--- config.mk ---
export PLATFORM = sky130hd
export DESIGN_NAME = ata_task_file_address_builder
export DESIGN_NICKNAME = d
export VERILOG_FILES = /design/src/rtl/core/atab_pkg.sv /design/src/rtl/core/atab_div_cell.sv /design/src/rtl/core/atab_div_chain.sv /design/src/rtl/core/ata_task_file_address_builder.sv
export SDC_FILE = /design/constraint.sdc
export NUM_CORES = 2
export LEC_CHECK = 0
export BUFFER_PORTS_ARGS = -buffer_cell sky130_fd_sc_hd__buf_4
export CAP_MARGIN = 20
export CORE_MARGIN = 1
export CORE_UTILIZATION = 63
export CTS_CLUSTER_SIZE = 14
export DETAILED_ROUTE_END_ITERATION = 8
export HOLD_SLACK_MARGIN = 0.08
export PLACE_DENSITY = 0.8
export SYNTH_ARGS = -nofsm -noshare
export SYNTH_HDL_FRONTEND = slang
export SYNTH_SLANG_ARGS = --single-unit
--- constraint.sdc ---
create_clock -name clock -period 9.61 [get_ports clock]
set_clock_uncertainty 0.1 [all_clocks]
set_input_delay 0.4805 -clock clock [delete_from_list [all_inputs] [get_ports clock]]
set_output_delay 0.4805 -clock clock [all_outputs]
set_load 0.02 [all_outputs]
--- src/rtl/core/atab_pkg.sv ---
// Shared types and constants for the ATA task-file address builder.
// No dependencies; every other file in rtl/core refers to this package.
package atab_pkg;

   localparam int unsigned BLOCK_FIELD_W = 28;
   localparam int unsigned CSR_INDEX_W   = 3;
   localparam int unsigned CSR_DATA_W    = 29;

   // Configuration register indexes.
   localparam logic [CSR_INDEX_W-1:0] CSR_LBA_MODE          = 3'd0;
   localparam logic [CSR_INDEX_W-1:0] CSR_HEAD_COUNT        = 3'd1;
   localparam logic [CSR_INDEX_W-1:0] CSR_SECTORS_PER_TRACK = 3'd2;
   localparam logic [CSR_INDEX_W-1:0] CSR_CAPACITY_BLOCKS   = 3'd3;
   localparam logic [CSR_INDEX_W-1:0] CSR_SLAVE_SELECT      = 3'd4;

   // Task-file register codes.
   localparam logic [7:0] DH_BASE   = 8'hA0;
   localparam logic [7:0] DH_SLAVE  = 8'h10;
   localparam logic [7:0] DH_LBA    = 8'h40;
   localparam logic [7:0] CMD_READ  = 8'h20;
   localparam logic [7:0] CMD_WRITE = 8'h30;

   localparam logic [4:0] MAX_HEADS = 5'd16;

   // Widths of the two divider chains.
   localparam int unsigned CYL_REM_W  = 10;  // heads * sectors_per_track <= 1008
   localparam int unsigned HEAD_REM_W = 6;   // sectors_per_track <= 63
   localparam int unsigned HEAD_Q_W   = 4;   // head index < 16

   typedef struct packed {
      logic [BLOCK_FIELD_W-1:0] block_number;
      logic                     write_request;
   } atab_req_type;

   typedef struct packed {
      logic       range_error;
      logic [7:0] sector_byte;
      logic [7:0] cylinder_low_byte;
      logic [7:0] cylinder_high_byte;
      logic [7:0] drive_head_byte;
      logic [7:0] command_byte;
   } atab_rsp_type;

   // Side information that travels with a request down the cell chain.
   typedef struct packed {
      logic                     err;
      logic                     lba;
      logic                     wr;
      logic [BLOCK_FIELD_W-1:0] block;
      logic [15:0]              cyl;
   } atab_tag_type;

endpackage

--- src/rtl/core/atab_div_cell.sv ---
// One restoring-division cell: produces one quotient bit and registers it.
// Depends on atab_pkg for the side-information type.
module atab_div_cell #(
   parameter int unsigned REM_W = 10,
   parameter int unsigned NUM_W = 28
) (
   input  logic                  clock,
   input  logic                  reset,
   input  logic                  up_valid,
   input  logic [REM_W-1:0]      up_rem,
   input  logic [NUM_W-1:0]      up_num,
   input  atab_pkg::atab_tag_type up_tag,
   input  logic [REM_W-1:0]      divisor,
   output logic                  up_hold,
   output logic                  dn_valid,
   output logic [REM_W-1:0]      dn_rem,
   output logic [NUM_W-1:0]      dn_num,
   output atab_pkg::atab_tag_type dn_tag,
   input  logic                  dn_hold
);

   logic                   valid_ff;
   logic [REM_W-1:0]       rem_ff;
   logic [REM_W-1:0]       rem_in;
   logic [NUM_W-1:0]       num_ff;
   logic [NUM_W-1:0]       num_in;
   atab_pkg::atab_tag_type tag_ff;
   logic [REM_W:0]         trial;
   logic [REM_W:0]         div_ext;
   logic [REM_W:0]         diff;
   logic                   fits;

   // The dividend moves out at the top of num while quotient bits enter at the bottom.
   always_comb begin
      trial   = {up_rem, up_num[NUM_W-1]};
      div_ext = {1'b0, divisor};
      diff    = trial - div_ext;
      fits    = (trial >= div_ext);
      rem_in  = fits ? diff[REM_W-1:0] : trial[REM_W-1:0];
      num_in  = {up_num[NUM_W-2:0], fits};
   end

   assign up_hold = valid_ff & dn_hold;

   always_ff @(posedge clock) begin
      if (reset) begin
         valid_ff <= 1'b0;
      end else if (!up_hold) begin
         valid_ff <= up_valid;
      end
   end

   always_ff @(posedge clock) begin
      if (!up_hold) begin
         rem_ff <= rem_in;
         num_ff <= num_in;
         tag_ff <= up_tag;
      end
   end

   assign dn_valid = valid_ff;
   assign dn_rem   = rem_ff;
   assign dn_num   = num_ff;
   assign dn_tag   = tag_ff;

endmodule

--- src/rtl/core/atab_div_chain.sv ---
// A row of division cells, one per quotient bit, with a per-cell hold chain.
// Depends on atab_pkg and atab_div_cell.
module atab_div_chain #(
   parameter int unsigned REM_W = 10,
   parameter int unsigned NUM_W = 28
) (
   input  logic                  clock,
   input  logic                  reset,
   input  logic                  up_valid,
   input  logic [REM_W-1:0]      up_rem,
   input  logic [NUM_W-1:0]      up_num,
   input  atab_pkg::atab_tag_type up_tag,
   input  logic [REM_W-1:0]      divisor,
   output logic                  up_hold,
   output logic                  dn_valid,
   output logic [REM_W-1:0]      dn_rem,
   output logic [NUM_W-1:0]      dn_num,
   output atab_pkg::atab_tag_type dn_tag,
   input  logic                  dn_hold
);

   logic                   valid_s [0:NUM_W];
   logic [REM_W-1:0]       rem_s   [0:NUM_W];
   logic [NUM_W-1:0]       num_s   [0:NUM_W];
   atab_pkg::atab_tag_type tag_s   [0:NUM_W];
   logic                   hold_s  [0:NUM_W];

   assign valid_s[0]     = up_valid;
   assign rem_s[0]       = up_rem;
   assign num_s[0]       = up_num;
   assign tag_s[0]       = up_tag;
   assign hold_s[NUM_W]  = dn_hold;

   for (genvar i = 0; i < NUM_W; i++) begin : g_cell
      atab_div_cell #(
         .REM_W (REM_W),
         .NUM_W (NUM_W)
      ) u_cell (
         .clock    (clock),
         .reset    (reset),
         .up_valid (valid_s[i]),
         .up_rem   (rem_s[i]),
         .up_num   (num_s[i]),
         .up_tag   (tag_s[i]),
         .divisor  (divisor),
         .up_hold  (hold_s[i]),
         .dn_valid (valid_s[i+1]),
         .dn_rem   (rem_s[i+1]),
         .dn_num   (num_s[i+1]),
         .dn_tag   (tag_s[i+1]),
         .dn_hold  (hold_s[i+1])
      );
   end

   assign up_hold  = hold_s[0];
   assign dn_valid = valid_s[NUM_W];
   assign dn_rem   = rem_s[NUM_W];
   assign dn_num   = num_s[NUM_W];
   assign dn_tag   = tag_s[NUM_W];

endmodule

--- src/rtl/core/ata_task_file_address_builder.sv ---
// A request passes through one division cell per quotient bit plus an output register.
// Throughput: one request per cycle while req_stall is low; a stalled result holds
// only the cells behind it, and empty cells ahead of the stall keep filling.
// Reset clears all valid bits and loads the configuration defaults.
// Depends on atab_pkg, atab_div_chain and atab_div_cell.
module ata_task_file_address_builder #(
   parameter int unsigned BLOCK_BITS = 28
) (
   input  logic                                  clock,
   input  logic                                  reset,
   input  logic                                  req_valid,
   output logic                                  req_stall,
   input  atab_pkg::atab_req_type                req_payload,
   output logic                                  rsp_valid,
   input  logic                                  rsp_stall,
   output atab_pkg::atab_rsp_type                rsp_payload,
   input  logic                                  csr_write_enable,
   input  logic [atab_pkg::CSR_INDEX_W-1:0]      csr_index,
   input  logic [atab_pkg::CSR_DATA_W-1:0]       csr_write_data
);

   localparam logic [28:0] BLOCK_LIMIT = 29'(29'd1 << BLOCK_BITS);
   localparam logic [27:0] BLOCK_MASK  = 28'(BLOCK_LIMIT - 29'd1);

   localparam int unsigned CRW = atab_pkg::CYL_REM_W;
   localparam int unsigned HRW = atab_pkg::HEAD_REM_W;
   localparam int unsigned HQW = atab_pkg::HEAD_Q_W;

   // Configuration registers.
   logic        lba_mode_ff;
   logic [4:0]  head_count_ff;
   logic [5:0]  sectors_ff;
   logic [28:0] capacity_ff;
   logic        slave_ff;

   always_ff @(posedge clock) begin
      if (reset) begin
         lba_mode_ff   <= 1'b0;
         head_count_ff <= 5'd16;
         sectors_ff    <= 6'd63;
         capacity_ff   <= 29'd0;
         slave_ff      <= 1'b0;
      end else if (csr_write_enable) begin
         unique case (csr_index)
            atab_pkg::CSR_LBA_MODE:          lba_mode_ff   <= csr_write_data[0];
            atab_pkg::CSR_HEAD_COUNT:        head_count_ff <= csr_write_data[4:0];
            atab_pkg::CSR_SECTORS_PER_TRACK: sectors_ff    <= csr_write_data[5:0];
            atab_pkg::CSR_CAPACITY_BLOCKS:   capacity_ff   <= csr_write_data[28:0];
            atab_pkg::CSR_SLAVE_SELECT:      slave_ff      <= csr_write_data[0];
            default: ;
         endcase
      end
   end

   // Derived geometry; user keeps it stable while requests are in flight; unchecked.
   logic [4:0]   heads;
   logic [10:0]  per_cyl_full;
   logic [CRW-1:0] per_cyl;

   always_comb begin
      heads        = (head_count_ff > atab_pkg::MAX_HEADS) ? atab_pkg::MAX_HEADS
                                                            : head_count_ff;
      per_cyl_full = 11'(heads) * 11'(sectors_ff);
      per_cyl      = per_cyl_full[CRW-1:0];
   end

   // Entry into the cylinder chain.
   logic [27:0]            blk;
   atab_pkg::atab_tag_type entry_tag;
   logic                   c1_hold;

   always_comb begin
      blk                = req_payload.block_number & BLOCK_MASK;
      entry_tag.err      = ({1'b0, blk} >= capacity_ff) ||
                           (!lba_mode_ff && (heads == 5'd0 || sectors_ff == 6'd0));
      entry_tag.lba      = lba_mode_ff;
      entry_tag.wr       = req_payload.write_request;
      entry_tag.block    = blk;
      entry_tag.cyl      = 16'd0;
   end

   assign req_stall = c1_hold;

   logic                   c1_valid;
   logic [CRW-1:0]         c1_rem;
   logic [BLOCK_BITS-1:0]  c1_num;
   atab_pkg::atab_tag_type c1_tag;
   logic                   c2_hold;

   atab_div_chain #(
      .REM_W (CRW),
      .NUM_W (BLOCK_BITS)
   ) u_cyl_chain (
      .clock    (clock),
      .reset    (reset),
      .up_valid (req_valid),
      .up_rem   ({CRW{1'b0}}),
      .up_num   (blk[BLOCK_BITS-1:0]),
      .up_tag   (entry_tag),
      .divisor  (per_cyl),
      .up_hold  (c1_hold),
      .dn_valid (c1_valid),
      .dn_rem   (c1_rem),
      .dn_num   (c1_num),
      .dn_tag   (c1_tag),
      .dn_hold  (c2_hold)
   );

   // The remainder is below 16 * sectors_per_track, so its upper bits are already
   // smaller than the divisor and only four quotient bits remain.
   logic [27:0]            quot_ext;
   atab_pkg::atab_tag_type head_tag;

   always_comb begin
      quot_ext     = 28'(c1_num);
      head_tag     = c1_tag;
      head_tag.cyl = quot_ext[15:0];
      head_tag.err = c1_tag.err || (!c1_tag.lba && (|quot_ext[27:16]));
   end

   logic                   c2_valid;
   logic [HRW-1:0]         c2_rem;
   logic [HQW-1:0]         c2_num;
   atab_pkg::atab_tag_type c2_tag;
   logic                   out_hold;

   atab_div_chain #(
      .REM_W (HRW),
      .NUM_W (HQW)
   ) u_head_chain (
      .clock    (clock),
      .reset    (reset),
      .up_valid (c1_valid),
      .up_rem   (c1_rem[CRW-1:HQW]),
      .up_num   (c1_rem[HQW-1:0]),
      .up_tag   (head_tag),
      .divisor  (sectors_ff),
      .up_hold  (c2_hold),
      .dn_valid (c2_valid),
      .dn_rem   (c2_rem),
      .dn_num   (c2_num),
      .dn_tag   (c2_tag),
      .dn_hold  (out_hold)
   );

   // Result assembly and output register.
   atab_pkg::atab_rsp_type rsp_in;
   atab_pkg::atab_rsp_type rsp_ff;
   logic                   rsp_valid_ff;
   logic [7:0]             slave_bit;

   always_comb begin
      slave_bit = slave_ff ? atab_pkg::DH_SLAVE : 8'h00;
      rsp_in    = '0;
      priority if (c2_tag.err) begin
         rsp_in.range_error = 1'b1;
      end else if (c2_tag.lba) begin
         rsp_in.sector_byte        = c2_tag.block[7:0];
         rsp_in.cylinder_low_byte  = c2_tag.block[15:8];
         rsp_in.cylinder_high_byte = c2_tag.block[23:16];
         rsp_in.drive_head_byte    = atab_pkg::DH_BASE | slave_bit | atab_pkg::DH_LBA |
                                     {4'h0, c2_tag.block[27:24]};
         rsp_in.command_byte       = c2_tag.wr ? atab_pkg::CMD_WRITE : atab_pkg::CMD_READ;
      end else begin
         rsp_in.sector_byte        = 8'(c2_rem) + 8'd1;
         rsp_in.cylinder_low_byte  = c2_tag.cyl[7:0];
         rsp_in.cylinder_high_byte = c2_tag.cyl[15:8];
         rsp_in.drive_head_byte    = atab_pkg::DH_BASE | slave_bit | {4'h0, c2_num};
         rsp_in.command_byte       = c2_tag.wr ? atab_pkg::CMD_WRITE : atab_pkg::CMD_READ;
      end
   end

   assign out_hold = rsp_valid_ff & rsp_stall;

   always_ff @(posedge clock) begin
      if (reset) begin
         rsp_valid_ff <= 1'b0;
      end else if (!out_hold) begin
         rsp_valid_ff <= c2_valid;
      end
   end

   always_ff @(posedge clock) begin
      if (!out_hold) begin
         rsp_ff <= rsp_in;
      end
   end

   assign rsp_valid   = rsp_valid_ff;
   assign rsp_payload = rsp_ff;

   // A finished request in the last cell moves into a free output register.
   a_last_cell_drains: assert property (@(posedge clock) disable iff (reset)
      (c2_valid && !out_hold) |=> rsp_valid_ff)
      else $error("finished request did not reach the output register");

   // A good result always carries a read or a write command.
   a_command_code: assert property (@(posedge clock) disable iff (reset)
      (rsp_valid_ff && !rsp_ff.range_error) |->
      (rsp_ff.command_byte == atab_pkg::CMD_READ ||
       rsp_ff.command_byte == atab_pkg::CMD_WRITE))
      else $error("good result without a valid command code");

   // Sector numbers are one-based in cylinder/head/sector mode.
   a_chs_sector_nonzero: assert property (@(posedge clock) disable iff (reset)
      (rsp_valid_ff && !rsp_ff.range_error && !rsp_ff.drive_head_byte[6]) |->
      (rsp_ff.sector_byte != 8'd0))
      else $error("zero sector number in CHS result");

   // Nothing is offered on the response side right after reset.
   a_reset_empty: assert property (@(posedge clock)
      $past(reset) |-> !rsp_valid_ff)
      else $error("response valid right after reset");

endmodule
==> flow_summary.yaml <==
setup_path:
  startpoint_type: "flop"
  critical_path_class: "reg2reg"
  end_kind: "flop"
  required_ns: 10.05
  path_max_fanout: 19
  arrival_ns: 7.60
floorplan:
  num_io_pins: 109
  rows: 126
  core-area_um2: 119000
  dieArea_um2: 122000
  die_y_um: 349
  die_w_um: 349
  start_util_pct: 63.8
yosys:
  ys_ff_latch: 1890
  synthTopCellsByArea: "edfxtp_1 72%, ha_1 5.7%, mux2_2 2.3%"
  syn_inst: 4491
  synth_top_area_share_pct: 71.9
  synth_edf_count: 1815
  syn_avg_cell_area_um2: 16.9
  synth_warnings: 0
  async_reset_ff_share_pct: 0
  synthFlopType: "edfxtp_1"
  netlist_area_um2: 75800
  yosysSeqAreaShare_pct: 73.9
  synth_top_cell_by_area: "edfxtp_1"
  ys_types: 69
pwr:
  p_switching_uw: 5940
  powerDensity_nw_per_um2: 265
  p_clk_share_pct: 30.2
  internal_power_uw: 16600
  swShare_pct: 26.4
  peakVddDrop_v: 0.000224
  p_comb_share_pct: 19.5
  p_leak_uw: 0.0330
  power_frac_seq_pct: 50.3
routing:
  viasPerCell: 5.85
  first_pass_iters: 5
  drc_errors: 0
  post_drt_wl_per_cell_um: 22.2
  antenna_left: 0
  num_vias: 38584
  initialDrtViolationCount: 2924
  postRouteWirelength_mm: 146
clocking:
  htree_levels: 4
  cts_inserted_buffers: 179
  cts_setup_buffers: 0
  cts.sinks: 1890
  cts_repair_resize_count: 0
  clock_latency_ns: 0.81
  path_clk_slew_ns: 0.06
  cts_max_path_buffers: 3
  cts_hold_buf: 65
  cts-root-buf: "clkbuf_16"
  cts_tree: "yes"
cells_and_area:
  fillers: 7008
  drive_above_1_share_pct: 14.6
  layoutNonFillerInstCount: 6590
  area_delta_synth_final_pct: 12.2
  finalNetCount: 5291
  diodes: 0
global_route:
  first_global_vias: 40123
  grt_max_degree: 76
  grt_overflow: 0
  grt_usage_pct: 24.3
  antenna_found_initial: 1
  grt_pass1_wl_mm: 224
timing:
  max_freq_ghz: 0.140
  final_hold_viol_count: 0
  fin_crit_ns: 7.16
  rsz0062_at_grt: "no"
  setup_slack_ns: 2.45
  slew_viol_final: 0
  setup_tns_ns: 0
  timing.hold.ws_ns: 0.241
  post-route-period-util_pct: 74.5
  tightestPinTransition_ns: 1.15
  max_slew_margin_pct: 23.3
  setup_violations: 0
place:
  portBuffers: 102
  preCtsSetupSlack_ns: 2.53
  dp.cells: 6191
  globalplace.congestion: 0.897
  hpwl_mm: 87.1
flow_run:
  max-cap-violations: 0
outcome:
  status: "finished clean"
hold_path:
  worst_hold_path_type: "in2reg"
-- routing by layer --
layer	vias to the layer above	part of all wire [%]	global-route usage [%]
li1	17796	-	-
met1	19229	39	28.9
met2	1243	52	43.3
met3	314	5.3	4.27
met4	2	4.0	10.6
met5	-	0.0048	0
-- worst paths after layout --
kind                                                 start                                       end  slack (ns)  depth (start not counted)
setup / recovery                             sectors_ff[1]   u_cyl_chain.g_cell[21].u_cell.dn_rem[3]        2.45                         17
hold / removal                                       reset                                  slave_ff        0.24                          2
setup reg to reg                             sectors_ff[1]   u_cyl_chain.g_cell[21].u_cell.dn_rem[3]        2.45                         17
hold reg to reg   u_cyl_chain.g_cell[16].u_cell.dn_tag[28]  u_cyl_chain.g_cell[17].u_cell.dn_tag[28]        0.30                          0
-- through the flow --
step                total power [uW]  util, %  cell area (um^2)
floorplan                      14600        -             75800
finish                         22500     71.6             85000
detailed placement             15600     66.3             78700
global placement               15400     66.3             78700
CTS                            22600     71.6             85000
global route                   23400     71.6             85000
-- cell families after synthesis --
group | Yosys count | share of synthesized area (%)
xor gates and xnor gates | 205 | 2.37
other | 1 | 0.00495
muxes | 290 | 4.56
adders and majority gates | 385 | 6.77
DFF | 1890 | 73.9
buffers and inverters | 320 | 1.76
AOI/OAI and AO/OA | 693 | 6.11
and+or+nand+nor | 707 | 4.51
-- critical path, cell delays in order (launching register included) --
cell and delay [ns]:
dfxtp_1 0.80, nand2_1 0.17, fa_1 0.52, fa_1 0.52, fa_1 0.54, inv_1 0.04
ha_1 0.34, a21o_1 0.21, a2111oi_0 0.72, a21oi_4 0.22, buf_4 0.36, ha_1 0.40
inv_1 0.09, nor2_1 0.05, or3_1 0.31, o221ai_1 0.19, nor2b_1 0.86, mux2_2 0.44
-- state kept, by name (all words and copies together) (netlist names), 24 cells and up --
register                            cells
u_cyl_chain.g_cell.u_cell.dn_num      757
u_cyl_chain.g_cell.u_cell.dn_tag      517
u_cyl_chain.g_cell.u_cell.dn_rem      280
u_head_chain.g_cell.u_cell.dn_tag     188
rsp_payload                            33
capacity_ff                            29
u_cyl_chain.g_cell.u_cell.dn_valid     28
u_head_chain.g_cell.u_cell.dn_rem      24
-- layout make-up --
type	instances	area [um^2]	share of cell area (%)
sequential	1890	56000	65.9
multi-input combinational	2286	18600	21.9
clock buffer	252	4970	5.84
tap	1600	2000	2.35
timing repair buffer	214	1800	2.12
inverter	269	1010	1.19
clock inverter	79	654	0.770
-- layout by cell type (no fill, tap or decap), drive strengths merged, types with 75 or more instances in the layout --
cell / Yosys / routed
nand2: 181 / 181
nor2: 267 / 267
edfxtp: 1815 / 1815
a21o: 87 / 87
o21ai: 93 / 93
xnor2: 165 / 165
clkbuf: 21 / 252
buf: 30 / 149
ha: 343 / 343
inv: 269 / 277
dfxtp: 75 / 75
mux2: 228 / 228
a21oi: 234 / 234
-- cells in the mapped netlist (21+ instances only) --
cell type     n
or3_1        32
clkbuf_1     21
nand2_1     180
edfxtp_1   1815
fa_1         42
ha_1        343
a21oi_1     226
xor2_1       40
dfxtp_1      75
nor2_1      251
mux2_4       72
xnor2_1     165
o22ai_1      37
inv_1       267
mux2_2      156
nand4_1      66
a21o_1       87
o31ai_1      45
mux2i_1      62
o21a_1       67
a31oi_1      22
o21ai_0      84
nor2b_1      35
nor3_1       38
-- power by group through the flow --
stage          Clock (uW)  Combinational, uW  Sequential [uW]
6_report             6800               4390            11300
5_1_grt              7220               4790            11400
4_1_cts              6920               4340            11300
3_5_place_dp            0               4210            11400
3_3_place_gp            0               4060            11400
2_1_floorplan           0               3470            11100
Power figures use the tool's default switching activity.
